--- config.mk ---
export PLATFORM = sky130hd
export DESIGN_NAME = priority_inheritance_mutex
export DESIGN_NICKNAME = d
export VERILOG_FILES = /design/src/hw/rtl/pim_pkg.sv /design/src/hw/rtl/pim_cell.sv /design/src/hw/rtl/priority_inheritance_mutex.sv
export SDC_FILE = /design/constraint.sdc
export NUM_CORES = 1
export LEC_CHECK = 0
export ABC_AREA = 1
export BUFFER_PORTS_ARGS = -buffer_cell sky130_fd_sc_hd__buf_2
export CORE_MARGIN = 1.5
export CORE_UTILIZATION = 65
export CTS_BUF_LIST = sky130_fd_sc_hd__clkbuf_4 sky130_fd_sc_hd__clkbuf_8
export DETAILED_ROUTE_END_ITERATION = 7
export GPL_ROUTABILITY_DRIVEN = 0
export HOLD_SLACK_MARGIN = 0.12
export PLACE_DENSITY = 0.84
export SLEW_MARGIN = 10
export SYNTH_ARGS = -nofsm -noshare
export SYNTH_HDL_FRONTEND = slang
export SYNTH_SLANG_ARGS = --single-unit
export TNS_END_PERCENT = 20
--- constraint.sdc ---
create_clock -name clk -period 4.87 [get_ports clk]
set_clock_uncertainty 0.2 [all_clocks]
set_input_delay 0.487 -clock clk [delete_from_list [all_inputs] [get_ports clk]]
set_output_delay 0.487 -clock clk [all_outputs]
set_load 0.02 [all_outputs]
--- src/hw/rtl/pim_pkg.sv ---
// Shared types and codes for the priority inheritance mutex.
package pim_pkg;

  localparam logic CMD_LOCK   = 1'b0;
  localparam logic CMD_UNLOCK = 1'b1;

  localparam logic [2:0] ST_ACQUIRED  = 3'd0;
  localparam logic [2:0] ST_NESTED    = 3'd1;
  localparam logic [2:0] ST_WAITING   = 3'd2;
  localparam logic [2:0] ST_FULL      = 3'd3;
  localparam logic [2:0] ST_HELD      = 3'd4;
  localparam logic [2:0] ST_RELEASED  = 3'd5;
  localparam logic [2:0] ST_NOT_OWNER = 3'd6;
  localparam logic [2:0] ST_OVERFLOW  = 3'd7;

  localparam logic [7:0] DEPTH_MAX = 8'hFF;

  typedef struct packed {
    logic [7:0] id;
    logic [7:0] prio;
  } pim_entry_t;

  typedef struct packed {
    logic append;
    logic remove;
  } pim_cell_ctl_t;

endpackage

--- src/hw/rtl/pim_cell.sv ---
// One wait list cell: a stored waiter plus one stage of the travelling best-waiter search.
module pim_cell #(
  parameter int WAIT_DEPTH = 16,
  parameter int IDX = 0,
  localparam int IW = $clog2(WAIT_DEPTH),
  localparam int CW = $clog2(WAIT_DEPTH + 1)
) (
  input  logic                   clk,
  input  logic                   rst_n,
  input  pim_pkg::pim_cell_ctl_t ctl,
  input  logic [CW-1:0]          count,
  input  logic [IW-1:0]          pick_idx,
  input  pim_pkg::pim_entry_t    new_ent,
  input  pim_pkg::pim_entry_t    nb_ent,
  output pim_pkg::pim_entry_t    ent,
  input  logic                   cand_in_vld,
  input  pim_pkg::pim_entry_t    cand_in_ent,
  input  logic [IW-1:0]          cand_in_idx,
  output logic                   cand_vld,
  output pim_pkg::pim_entry_t    cand_ent,
  output logic [IW-1:0]          cand_idx
);
  import pim_pkg::*;

  pim_entry_t    ent_r;
  logic          cand_vld_r;
  pim_entry_t    cand_ent_r;
  logic [IW-1:0] cand_idx_r;
  logic          in_range;
  logic          take_own;

  assign in_range = CW'(IDX) < count;
  // strict compare keeps the earlier waiter on a tie
  assign take_own = in_range && (!cand_in_vld || (ent_r.prio > cand_in_ent.prio));

  always_ff @(posedge clk) begin
    if (ctl.append && (CW'(IDX) == count)) begin
      ent_r <= new_ent;
    end else if (ctl.remove && (IW'(IDX) >= pick_idx)) begin
      ent_r <= nb_ent;
    end
    cand_ent_r <= take_own ? ent_r : cand_in_ent;
    cand_idx_r <= take_own ? IW'(IDX) : cand_in_idx;
  end

  always_ff @(posedge clk) begin
    if (!rst_n) begin
      cand_vld_r <= 1'b0;
    end else begin
      cand_vld_r <= take_own || cand_in_vld;
    end
  end

  assign ent      = ent_r;
  assign cand_vld = cand_vld_r;
  assign cand_ent = cand_ent_r;
  assign cand_idx = cand_idx_r;

endmodule

--- src/hw/rtl/priority_inheritance_mutex.sv ---
// Recursive mutex with priority inheritance: one request in, one result out per request.
// Lock requests and unlock requests that do not hand the mutex on are answered from S_IDLE.
// A final unlock with waiters queued goes through S_SCAN and S_APPLY: the best-waiter
// candidate travels down the row of wait list cells one cell per cycle, then the chosen
// waiter is removed (the cells behind it move up one place) and becomes the owner.
// A new request is taken whenever the controller is idle and the result register is
// empty or being emptied in that cycle.
module priority_inheritance_mutex #(
  parameter int WAIT_DEPTH = 16
) (
  input  logic       clk,
  input  logic       rst_n,
  input  logic       in_valid,
  output logic       in_stall,
  input  logic       in_cmd,
  input  logic [7:0] in_task_id,
  input  logic [7:0] in_task_priority,
  output logic       out_valid,
  input  logic       out_stall,
  output logic [2:0] out_status,
  output logic       out_wake_valid,
  output logic [7:0] out_wake_task,
  output logic       out_boost_valid,
  output logic [7:0] out_boost_task,
  output logic [7:0] out_boost_priority,
  output logic [7:0] out_nest_depth
);
  import pim_pkg::*;

  localparam int IW = $clog2(WAIT_DEPTH);
  localparam int CW = $clog2(WAIT_DEPTH + 1);

  typedef enum logic [1:0] {S_IDLE, S_SCAN, S_APPLY} state_t;

  state_t        state_r;
  logic [IW-1:0] scan_cnt_r;
  logic          owner_valid_r;
  logic [7:0]    owner_task_r;
  logic [7:0]    owner_prio_r;
  logic [7:0]    hold_depth_r;
  logic [CW-1:0] count_r;

  logic          out_valid_r;
  logic [2:0]    out_status_r;
  logic          out_wake_valid_r;
  logic [7:0]    out_wake_task_r;
  logic          out_boost_valid_r;
  logic [7:0]    out_boost_task_r;
  logic [7:0]    out_boost_priority_r;
  logic [7:0]    out_nest_depth_r;

  logic          out_free;
  logic          in_accept;
  logic          out_load;
  logic          is_owner;
  logic [7:0]    depth_dec;

  logic          owner_valid_nxt;
  logic [7:0]    owner_task_nxt;
  logic [7:0]    owner_prio_nxt;
  logic [7:0]    hold_depth_nxt;
  logic [CW-1:0] count_nxt;
  logic [2:0]    dec_status;
  logic          dec_boost;
  logic          dec_append;
  logic          dec_scan;

  pim_cell_ctl_t cell_ctl;
  pim_entry_t    new_ent;
  pim_entry_t    ent_w      [WAIT_DEPTH];
  logic          cand_vld_w [WAIT_DEPTH];
  pim_entry_t    cand_ent_w [WAIT_DEPTH];
  logic [IW-1:0] cand_idx_w [WAIT_DEPTH];
  pim_entry_t    best_ent;
  logic [IW-1:0] best_idx;

  assign out_free  = !out_valid_r || !out_stall;
  assign in_stall  = !((state_r == S_IDLE) && out_free);
  assign in_accept = in_valid && !in_stall;
  // a new result enters the output register at this edge
  assign out_load  = (in_accept && !dec_scan) || ((state_r == S_APPLY) && out_free);

  assign is_owner  = owner_valid_r && (owner_task_r == in_task_id);
  assign depth_dec = (hold_depth_r != 8'd0) ? hold_depth_r - 8'd1 : 8'd0;

  always_comb begin
    owner_valid_nxt = owner_valid_r;
    owner_task_nxt  = owner_task_r;
    owner_prio_nxt  = owner_prio_r;
    hold_depth_nxt  = hold_depth_r;
    count_nxt       = count_r;
    dec_status      = ST_NOT_OWNER;
    dec_boost       = 1'b0;
    dec_append      = 1'b0;
    dec_scan        = 1'b0;
    case (in_cmd)
      CMD_LOCK: begin
        if (is_owner) begin
          if (hold_depth_r == DEPTH_MAX) begin
            dec_status = ST_OVERFLOW;
          end else begin
            hold_depth_nxt = hold_depth_r + 8'd1;
            dec_status     = ST_NESTED;
          end
        end else if (!owner_valid_r) begin
          owner_valid_nxt = 1'b1;
          owner_task_nxt  = in_task_id;
          owner_prio_nxt  = in_task_priority;
          hold_depth_nxt  = 8'd1;
          dec_status      = ST_ACQUIRED;
        end else begin
          // boost the owner even when the requester cannot be queued
          if (in_task_priority > owner_prio_r) begin
            owner_prio_nxt = in_task_priority;
            dec_boost      = 1'b1;
          end
          if (count_r < CW'(WAIT_DEPTH)) begin
            dec_append = 1'b1;
            count_nxt  = count_r + CW'(1);
            dec_status = ST_WAITING;
          end else begin
            dec_status = ST_FULL;
          end
        end
      end
      CMD_UNLOCK: begin
        if (is_owner) begin
          hold_depth_nxt = depth_dec;
          dec_status     = ST_RELEASED;
          if (depth_dec != 8'd0) begin
            dec_status = ST_HELD;
          end else if (count_r != '0) begin
            dec_scan = 1'b1;
          end else begin
            owner_valid_nxt = 1'b0;
            owner_task_nxt  = 8'd0;
            owner_prio_nxt  = 8'd0;
          end
        end
      end
      default: begin
        dec_status = ST_NOT_OWNER;
      end
    endcase
  end

  assign new_ent.id       = in_task_id;
  assign new_ent.prio     = in_task_priority;
  assign cell_ctl.append  = in_accept && dec_append;
  assign cell_ctl.remove  = (state_r == S_APPLY) && out_free;
  assign best_ent         = cand_ent_w[WAIT_DEPTH-1];
  assign best_idx         = cand_idx_w[WAIT_DEPTH-1];

  for (genvar g = 0; g < WAIT_DEPTH; g++) begin : g_cell
    pim_entry_t    nb_ent;
    logic          cin_vld;
    pim_entry_t    cin_ent;
    logic [IW-1:0] cin_idx;

    if (g == WAIT_DEPTH - 1) begin : g_tail
      assign nb_ent = '0;
    end else begin : g_body
      assign nb_ent = ent_w[g+1];
    end

    if (g == 0) begin : g_head
      assign cin_vld = 1'b0;
      assign cin_ent = '0;
      assign cin_idx = '0;
    end else begin : g_link
      assign cin_vld = cand_vld_w[g-1];
      assign cin_ent = cand_ent_w[g-1];
      assign cin_idx = cand_idx_w[g-1];
    end

    pim_cell #(
      .WAIT_DEPTH(WAIT_DEPTH),
      .IDX       (g)
    ) u_cell (
      .clk        (clk),
      .rst_n      (rst_n),
      .ctl        (cell_ctl),
      .count      (count_r),
      .pick_idx   (best_idx),
      .new_ent    (new_ent),
      .nb_ent     (nb_ent),
      .ent        (ent_w[g]),
      .cand_in_vld(cin_vld),
      .cand_in_ent(cin_ent),
      .cand_in_idx(cin_idx),
      .cand_vld   (cand_vld_w[g]),
      .cand_ent   (cand_ent_w[g]),
      .cand_idx   (cand_idx_w[g])
    );
  end

  always_ff @(posedge clk) begin
    if (!rst_n) begin
      state_r       <= S_IDLE;
      scan_cnt_r    <= '0;
      owner_valid_r <= 1'b0;
      owner_task_r  <= 8'd0;
      owner_prio_r  <= 8'd0;
      hold_depth_r  <= 8'd0;
      count_r       <= '0;
      out_valid_r   <= 1'b0;
    end else begin
      if (out_valid_r && !out_stall && !out_load) begin
        out_valid_r <= 1'b0;
      end
      case (state_r)
        S_IDLE: begin
          if (in_accept) begin
            if (dec_scan) begin
              // hold the owner until the best waiter reaches the tail cell
              state_r    <= S_SCAN;
              scan_cnt_r <= '0;
            end else begin
              owner_valid_r        <= owner_valid_nxt;
              owner_task_r         <= owner_task_nxt;
              owner_prio_r         <= owner_prio_nxt;
              hold_depth_r         <= hold_depth_nxt;
              count_r              <= count_nxt;
              out_valid_r          <= 1'b1;
              out_status_r         <= dec_status;
              out_wake_valid_r     <= 1'b0;
              out_wake_task_r      <= 8'd0;
              out_boost_valid_r    <= dec_boost;
              out_boost_task_r     <= dec_boost ? owner_task_r : 8'd0;
              out_boost_priority_r <= dec_boost ? in_task_priority : 8'd0;
              out_nest_depth_r     <= hold_depth_nxt;
            end
          end
        end
        S_SCAN: begin
          scan_cnt_r <= scan_cnt_r + IW'(1);
          if (scan_cnt_r == IW'(WAIT_DEPTH - 1)) begin
            state_r <= S_APPLY;
          end
        end
        S_APPLY: begin
          if (out_free) begin
            owner_valid_r        <= 1'b1;
            owner_task_r         <= best_ent.id;
            owner_prio_r         <= best_ent.prio;
            hold_depth_r         <= 8'd1;
            count_r              <= count_r - CW'(1);
            out_valid_r          <= 1'b1;
            out_status_r         <= ST_RELEASED;
            out_wake_valid_r     <= 1'b1;
            out_wake_task_r      <= best_ent.id;
            out_boost_valid_r    <= 1'b0;
            out_boost_task_r     <= 8'd0;
            out_boost_priority_r <= 8'd0;
            out_nest_depth_r     <= 8'd1;
            state_r              <= S_IDLE;
          end
        end
        default: begin
          state_r <= S_IDLE;
        end
      endcase
    end
  end

  assign out_valid          = out_valid_r;
  assign out_status         = out_status_r;
  assign out_wake_valid     = out_wake_valid_r;
  assign out_wake_task      = out_wake_task_r;
  assign out_boost_valid    = out_boost_valid_r;
  assign out_boost_task     = out_boost_task_r;
  assign out_boost_priority = out_boost_priority_r;
  assign out_nest_depth     = out_nest_depth_r;

endmodule

==> results.tsv, run 1 <==
stage	metric	value	unit
outcome	result of the run	finished clean	
power	power per standard cell area	357	nW/um2
timing	final hold slack	0.192	ns
power	leakage power	0.0134	uW
timing	portion of the clock cycle consumed by the worst path in the final layout	0.735	
place	number of instances in the placed design	3569	
setup_path	crit-path max FO	22	
yosys	post-synthesis sequential area ratio	0.575	
timing	number of endpoints with negative hold slack in the final report	0	
detailed_routing	via density per instance	5.79	
setup_path	critical path startpoint category	register	
clock_network	number of clock buffers inserted by TritonCTS	98	
clock_network	Setup Fix Bufs, Post-CTS	0	
power	Clock power frac	0.423	
global_route	antenna violations before repair	4	
power	part of the total power dissipated in combinational logic	0.044	
setup_path	Reg-to-Reg End	g_cell[3].u_cell.ent[5]	
layout	area grow syn2layout	10.2	%
detailed_routing	count of nets left with antenna violations after detail routing	0	
timing	actual transition at the worst max-transition pin	1.25	ns
yosys	synthesized-area fraction occupied by xor and xnor cells	0.00316	
yosys	fraction of synthesized area in multiplexers	0.00325	
layout	commonest cells after routing, fill and taps aside	sky130_fd_sc_hd__nand2_1 (903), sky130_fd_sc_hd__o21ai_0 (361), sky130_fd_sc_hd__dfxtp_1 (357)	
detailed_routing	detailed-routed wire length on met3	6040	um
global_route	number of global-route vias before repair	21600	
detailed_routing	DRC violation total after the first TritonRoute iteration	2373	
setup_path	data required time of the worst path	4.98	ns
power	switching power summed over all nets	2510	uW
yosys	synthesized netlist cell count	3075	
timing	worst slew slack as a fraction of its limit	0.167	
power	fraction of power spent switching nets	0.230	
worst_hold_path	Worst Hold Launch	rst_n	
power	maximum resistive drop on vdd	0.249	mV
detailed_routing	Routed wire per std cell	18.2	um
setup_path	arrival time reported for the critical path endpoint	3.69	ns
die	vertical die dimension	210	um
timing	final total negative setup slack	0	ns
die	num rows	75	
global_route	global-route wire length before repair	109000	um
layout	number of fillers in the final layout	2812	
setup_path	path depth of the worst reg2reg path	8	
die	horizontal die dimension	210	um
global_route	final global-route overflow total	0	
detailed_routing	met1 wire length	27200	um
clock_network	CTS tree	yes	
clock_network	Sink Count	650	
layout	post-layout instance count excluding filler cells	3773	
die	ports placed on the boundary	60	
layout	post-route cell area	30600	um2
yosys	Compound-Gate Fraction of Synth Area	0.104	
yosys	Yosys warning total	0	
detailed_routing	uppermost signal routing layer after detailed routing	met4	
timing	Achievable Freq	0.279	GHz
setup_path	beginning of the worst register-to-register path	state_r[1]	
setup_path	CP Capture Type	register	
clock_network	clock latency on the worst-skew pair	0.70	ns
yosys	area of the mapped netlist	27700	um2
setup_path	kind of critical path	register to register	
yosys	FFs w/ async S/R, synth	0	
layout	most common cell after layout, fill and taps aside	sky130_fd_sc_hd__nand2_1	
yosys	number of synthesized flops with an enable pin	293	
place	Detail Placement HPWL	45900	um
power	sequential share of power	0.533	
layout	share of layout cells above drive strength 1	0.103	
clock_network	clock root buffer master	sky130_fd_sc_hd__clkbuf_8	
power	Final Power	10900	uW
layout	Total Nets Final	3306	
yosys	Simple-Gate Fraction of Synth Area	0.189	
place	Port Buf Inserts	59	
place	dpl cell area	28300	um2
yosys	number of nets produced by synthesis	3232	
detailed_routing	detailed-route DRC error count	0	
yosys	main combinational cell family by area after synthesis	simple AND/OR/NAND/NOR gates	
die	starting density of the core	0.660	
die	Die ar.	43900	um2
clock_network	number of levels the H-tree was split into	3	
die	Core Box Area	42000	um2
clock_network	maximum buffer depth of the clock tree	3	
yosys	top flip-flop cell by instance count after synthesis	sky130_fd_sc_hd__dfxtp_1	
timing	unrepaired setup endpoints after global routing	no	
flow_run	max-cap violation count	0	
timing	Period minus WS final	3.58	ns
worst_hold_path	Hold Path Sink	owner_task_r[6]	
global_route	overall routing resource usage	0.313	
detailed_routing	met2 WL	33200	um
power	internal power	8390	uW
yosys	unique cell type count in the Yosys netlist	49	
yosys	register bit count reported by yosys	650	
worst_hold_path	kind of path behind the tightest hold check	input pin to register	
worst_hold_path	Worst Hold Path Cells	3	
clock_network	number of instances resized during post-cts repair	0	
yosys	adder-cell share of the synthesized area	0.0613	
clock_network	post-CTS clock slew at the launch and capture registers of the worst setup and hold paths	0.07	ns
yosys	average instance area after synthesis	9.02	um2
detailed_routing	count of TritonRoute iterations in the first routing pass	7	
global_route	maximum number of pins on one net before global-route repair	38	
detailed_routing	routed via count	21900	
timing	Max Slew Vio Count	0	
detailed_routing	aggregate routed wire length	68700	um
timing	count of endpoints failing setup in the final report	0	
setup_path	reg2reg setup slack	1.29	ns
==> power by group through the flow <==
stage                     Sequential, uW  Combinational, uW  Clock (uW)
after detailed placement            5920                448           0
after CTS                           5810                468        4610
after global placement              5920                429           0
final                               5810                483        4610
after floorplan                     5930                288           0
after global routing                5810                523        4850
==> registers in the layout (all words and copies together) (netlist names) <==
name / cells
count_r: 5
out_boost_valid: 1
g_cell.u_cell.cand_idx: 49
owner_prio_r: 8
out_nest_depth: 8
out_boost_priority: 8
out_status: 3
hold_depth_r: 8
g_cell.u_cell.ent: 256
state_r: 2
owner_task_r: 8
g_cell.u_cell.cand_ent: 256
out_boost_task: 8
out_wake_valid: 1
scan_cnt_r: 4
g_cell.u_cell.cand_vld: 15
owner_valid_r: 1
out_wake_task: 8
out_valid: 1
==> cell type report <==
type	instances	area, um2	share of cell area
sequential	650	15900	0.522
inverter	320	1210	0.0395
clock inverter	27	143	0.00467
tap	539	674	0.0221
multi-input combinational	1979	10000	0.329
clock buffer	157	1900	0.0623
timing repair buffer	100	651	0.0213
antenna	1	2.50	0.0000819
==> Yosys cell counts, types with 18 or more instances <==
cell type                  number  area, um2
sky130_fd_sc_hd__a21oi_1      119        596
sky130_fd_sc_hd__buf_2         46        230
sky130_fd_sc_hd__clkbuf_1      71        267
sky130_fd_sc_hd__dfxtp_1      357       7150
sky130_fd_sc_hd__edfxtp_1     293       8800
sky130_fd_sc_hd__ha_1         136       1700
sky130_fd_sc_hd__inv_1        300       1130
sky130_fd_sc_hd__inv_2         18       67.6
sky130_fd_sc_hd__nand2_1      903       3390
sky130_fd_sc_hd__nand3_1       93        465
sky130_fd_sc_hd__nand4_1       21        131
sky130_fd_sc_hd__nor2_1       198        743
sky130_fd_sc_hd__o21ai_0      364       1820
==> what timing repair did <==
item                                    CTS  global route
endpoints found under the setup margin    0             0
hold buffers                             19             0
hold endpoints to repair                 23             0
==> worst max path at each step <==
stage	start	to	cells past startpoint
after floorplan	hold_depth_r[0]	out_boost_priority[0]	11
after CTS	state_r[1]	g_cell[3].u_cell.ent[2]	8
after detailed placement	in_task_id[6]	g_cell[15].u_cell.ent[2]	10
after global placement	in_task_id[5]	g_cell[4].u_cell.ent[6]	11
after global routing	state_r[1]	g_cell[3].u_cell.ent[6]	8
final	state_r[1]	g_cell[3].u_cell.ent[5]	8
==> logic make-up (layout without fill, tap and decap cells) <==
kind of cell | after synthesis | count (layout)
xor gates and xnor gates | 10 | 10
and+or+nand+nor | 1277 | 1277
buffers and inverters | 446 | 604
DFF | 650 | 650
other | 0 | 1
muxes | 8 | 8
AOI/OAI and AO/OA | 548 | 548
adders and majority gates | 136 | 136
==> routing by layer <==
layer  track usage  up-vias
li1              -    10200
met4         0.129        0
met5             0        -
met3        0.0654      224
met1         0.395    10300
met2         0.527     1103
==> critical path, stage by stage, from the launching register on <==
cell                      delay, ns
sky130_fd_sc_hd__dfxtp_1       0.38
sky130_fd_sc_hd__inv_1         0.08
sky130_fd_sc_hd__nor2_2        0.67
sky130_fd_sc_hd__inv_2         0.36
sky130_fd_sc_hd__nor2_1        0.24
sky130_fd_sc_hd__inv_1         0.16
sky130_fd_sc_hd__nor2_1        0.24
sky130_fd_sc_hd__nand2_1       0.26
sky130_fd_sc_hd__nand2_1       0.60
==> per-stage QoR <==
stage,setup slack (ns),util
5_1_grt,1.09,0.727
6_report,1.29,0.727
2_1_floorplan,1.28,-
4_1_cts,1.35,0.727
3_5_place_dp,1.36,0.674
3_3_place_gp,1.52,0.674
Power figures use the tool's default switching activity.
==> run 2, diff against run 1 <==
ABC_AREA = 0   (was 1)
clock period = 3.7 ns   (was 4.87 ns; I/O delays follow)
==> run 2 against run 1 <==
  * Largest cell class unchanged
  * Via count shrank 17%
  * Worst hold slack gained 0.0059 ns
  * Clock power grew 41%
  * Critical path type unchanged
  * Largest power group unchanged
  * Total power grew 37%
  * Critical endpoint is now hold_depth_r[3]
  * Critical path depth grew 2
==> results.tsv, run 2 <==
stage	metric	value	unit	change
yosys	unique cell type count in the Yosys netlist	83		+69%
die	Core Box Area	43300	um2	+2.9%
layout	Total Nets Final	2488		-25%
setup_path	slowest stage cell on the critical path	sky130_fd_sc_hd__nor4b_2		
clock_network	clock latency on the worst-skew pair	0.69	ns	about the same
clock_network	hold-fix buffers at CTS	7		-12
yosys	Yosys warning total	0		unchanged
setup_path	path depth of the worst reg2reg path	10		+2
die	num rows	76		+1.3%
clock_network	post-CTS clock slew at the launch and capture registers of the worst setup and hold paths	0.07	ns	about the same
setup_path	data required time of the worst path	4.07	ns	-0.91 ns
power	Final Power	14900	uW	+37%
timing	Period minus WS final	3.47	ns	-0.111 ns
yosys	FFs w/ async S/R, synth	0		unchanged
outcome	result of the run	finished clean		
yosys	number of synthesized flops with an enable pin	293		unchanged
setup_path	kind of critical path	register to register		
clock_network	number of levels the H-tree was split into	3		unchanged
worst_hold_path	kind of path behind the tightest hold check	input pin to register		
global_route	global-route wire length before repair	107000	um	-1.5%
timing	Achievable Freq	0.288	GHz	+3.2%
setup_path	Critical path buffers and inverters	2		-1
setup_path	CP Capture Type	register		
power	part of the total power dissipated in combinational logic	0.047		+0.003
layout	area grow syn2layout	11.3	%	
yosys	most frequently used cell type in the post-synthesis netlist	sky130_fd_sc_hd__mux2_2		
die	Die ar.	45200	um2	+2.9%
power	maximum resistive drop on vdd	0.369	mV	+48%
timing	final total negative setup slack	0	ns	unchanged
detailed_routing	count of TritonRoute iterations in the first routing pass	5		-2
detailed_routing	count of nets left with antenna violations after detail routing	0		unchanged
layout	commonest cells after routing, fill and taps aside	sky130_fd_sc_hd__mux2_2 (398), sky130_fd_sc_hd__dfxtp_1 (357), sky130_fd_sc_hd__edfxtp_1 (293)		
global_route	maximum number of pins on one net before global-route repair	39		+2.6%
die	starting density of the core	0.660		about the same
global_route	antenna violations before repair	3		-1
detailed_routing	routed via count	18100		-17%
yosys	fraction of synthesized cell area taken by the top area cell type	0.308		-0.00919
setup_path	crit path capture	hold_depth_r[3]		
clock_network	Setup Fix Bufs, Post-CTS	0		unchanged
yosys	Synth area leaders	sky130_fd_sc_hd__edfxtp_1 (31%), sky130_fd_sc_hd__dfxtp_1 (25%), sky130_fd_sc_hd__mux2_2 (16%)		
clock_network	Sink Count	650		unchanged
timing	worst slew slack as a fraction of its limit	0.321		+0.154
layout	diode count	0		-1
power	internal power	11600	uW	+38%
yosys	average instance area after synthesis	12.9	um2	+43%
die	horizontal die dimension	213	um	+1.5%
clock_network	clock root buffer master	sky130_fd_sc_hd__clkbuf_8		
timing	actual transition at the worst max-transition pin	1.01	ns	-0.240 ns
yosys	post-synthesis sequential area ratio	0.558		-0.0167
layout	post-layout instance count excluding filler cells	2998		-21%
setup_path	Largest delay share family, worst path	simple AND/OR/NAND/NOR gates		
detailed_routing	Routed wire per std cell	23.3	um	+28%
detailed_routing	detailed-route DRC error count	0		unchanged
clock_network	maximum buffer depth of the clock tree	3		unchanged
detailed_routing	via density per instance	6.03		+4.2%
global_route	number of global-route vias before repair	18700		-14%
global_route	overall routing resource usage	0.315		+0.00238
yosys	register bit count reported by yosys	650		unchanged
place	Detail Placement HPWL	46900	um	+2.2%
setup_path	beginning of the worst register-to-register path	hold_depth_r[1]		
power	fraction of power spent switching nets	0.224		-0.00671
layout	final core utilization	0.735		+0.00799
layout	most common cell after layout, fill and taps aside	sky130_fd_sc_hd__mux2_2		
setup_path	crit-path max FO	38		+73%
timing	final hold slack	0.198	ns	+0.00589 ns
yosys	area of the mapped netlist	28600	um2	+3.0%
setup_path	Reg-to-Reg End	hold_depth_r[3]		
layout	share of layout cells above drive strength 1	0.338		+0.235
yosys	number of nets produced by synthesis	2365		-27%
die	vertical die dimension	213	um	+1.5%
timing	number of endpoints with negative hold slack in the final report	0		unchanged
timing	unrepaired setup endpoints after global routing	no		
power	sequential share of power	0.517		-0.016
clock_network	number of instances resized during post-cts repair	0		unchanged
setup_path	critical path cell sequence	inv_1, ha_1, nor4b_2, a21oi_1, nor2b_1, o2111ai_4, nand2_1, nor2_4, buf_4, a32o_1		
setup_path	critical path startpoint category	register		
setup_path	arrival time reported for the critical path endpoint	3.84	ns	+0.15 ns
power	leakage power	0.0126	uW	-6.4%
clock_network	CTS tree	yes		
setup_path	reg2reg setup slack	0.23	ns	-1.06 ns
clock_network	number of clock buffers inserted by TritonCTS	99		+1.0%
setup_path	worst setup path startpoint	hold_depth_r[1]		
setup_path	maximum cell stage delay along the critical path	0.65	ns	-0.02 ns
power	Clock power frac	0.435		+0.012
yosys	synthesized netlist cell count	2208		-28%
timing	count of endpoints failing setup in the final report	0		unchanged
setup_path	number of gates on the worst path with buffers counted	10		+2
flow_run	max-cap violation count	0		unchanged
global_route	final global-route overflow total	0		unchanged
place	Port Buf Inserts	59		unchanged
timing	Max Slew Vio Count	0		unchanged
detailed_routing	DRC violation total after the first TritonRoute iteration	1623		-32%
timing	portion of the clock cycle consumed by the worst path in the final layout	0.937		+0.202
yosys	largest area contributor in the netlist	sky130_fd_sc_hd__edfxtp_1		
die	ports placed on the boundary	60		unchanged
yosys	top flip-flop cell by instance count after synthesis	sky130_fd_sc_hd__dfxtp_1		
detailed_routing	aggregate routed wire length	69800	um	+1.5%
power	switching power summed over all nets	3340	uW	+33%
yosys	most common library cells after synthesis	sky130_fd_sc_hd__mux2_2 (398), sky130_fd_sc_hd__dfxtp_1 (357), sky130_fd_sc_hd__edfxtp_1 (293)		
power	power per standard cell area	470	nW/um2	+32%
place	number of instances in the placed design	2808		-21%
==> run 2: through the flow <==
stage                     worst slack [ns]  cell area, um2
final                                0.233           31800
after global routing                0.0688           31800
after CTS                            0.320           31800
after detailed placement             0.279           29500
after global placement               0.367           29500
after floorplan                      0.212           28600
==> run 2: cell type report <==
type	count	area [um2]
sequential	650	15900
timing repair buffer	132	873
clock buffer	157	1950
multi-input combinational	1293	11500
tap	585	732
clock inverter	26	259
inverter	155	582
fill	2684	11500
==> run 2: per-layer routing <==
layer | global-route usage | wire length, um | vias up
li1 | - | - | 8151
met5 | 0 | 13 | -
met3 | 0.0756 | 5620 | 230
met1 | 0.398 | 27900 | 8925
met4 | 0.150 | 3290 | 2
met2 | 0.513 | 32900 | 781
==> run 2: logic make-up after synthesis <==
| group | share of synthesized area |
|---|---|
| simple gates | 0.0778 |
| xor+xnor | 0.00792 |
| mux | 0.188 |
| flops | 0.558 |
| fa+ha+maj | 0.0595 |
| compound gates | 0.0664 |
| buf+inv | 0.0422 |
==> run 2: power groups by stage <==
stage               logic (uW)  clock network [uW]  registers, uW
global route               757                6850           7740
CTS                        692                6550           7730
detailed placement         676                   0           7880
floorplan                  446                   0           7850
finish                     709                6500           7730
global placement           644                   0           7880
==> run 2: worst reg2reg max path, stage by stage (launching register included) <==
cell                        delay, ns
sky130_fd_sc_hd__dfxtp_1         0.39
sky130_fd_sc_hd__inv_1           0.12
sky130_fd_sc_hd__ha_1            0.27
sky130_fd_sc_hd__nor4b_2         0.65
sky130_fd_sc_hd__a21oi_1         0.11
sky130_fd_sc_hd__nor2b_1         0.38
sky130_fd_sc_hd__o2111ai_4       0.28
sky130_fd_sc_hd__nand2_1         0.36
sky130_fd_sc_hd__nor2_4          0.04
sky130_fd_sc_hd__buf_4           0.29
sky130_fd_sc_hd__a32o_1          0.27
==> run 2: worst min path at each step <==
stage	from	end	slack (ns)	depth (start not counted)
after CTS	in_task_priority[0]	g_cell[12].u_cell.ent[0]	0.13	4
after global placement	g_cell[12].u_cell.cand_idx[0]	g_cell[13].u_cell.cand_idx[0]	0.20	1
after global routing	in_task_priority[0]	g_cell[2].u_cell.ent[0]	0.17	4
after floorplan	g_cell[10].u_cell.cand_idx[0]	g_cell[11].u_cell.cand_idx[0]	0.19	1
final	in_task_priority[0]	g_cell[12].u_cell.ent[0]	0.20	4
after detailed placement	g_cell[11].u_cell.cand_idx[3]	g_cell[12].u_cell.cand_idx[3]	0.20	1
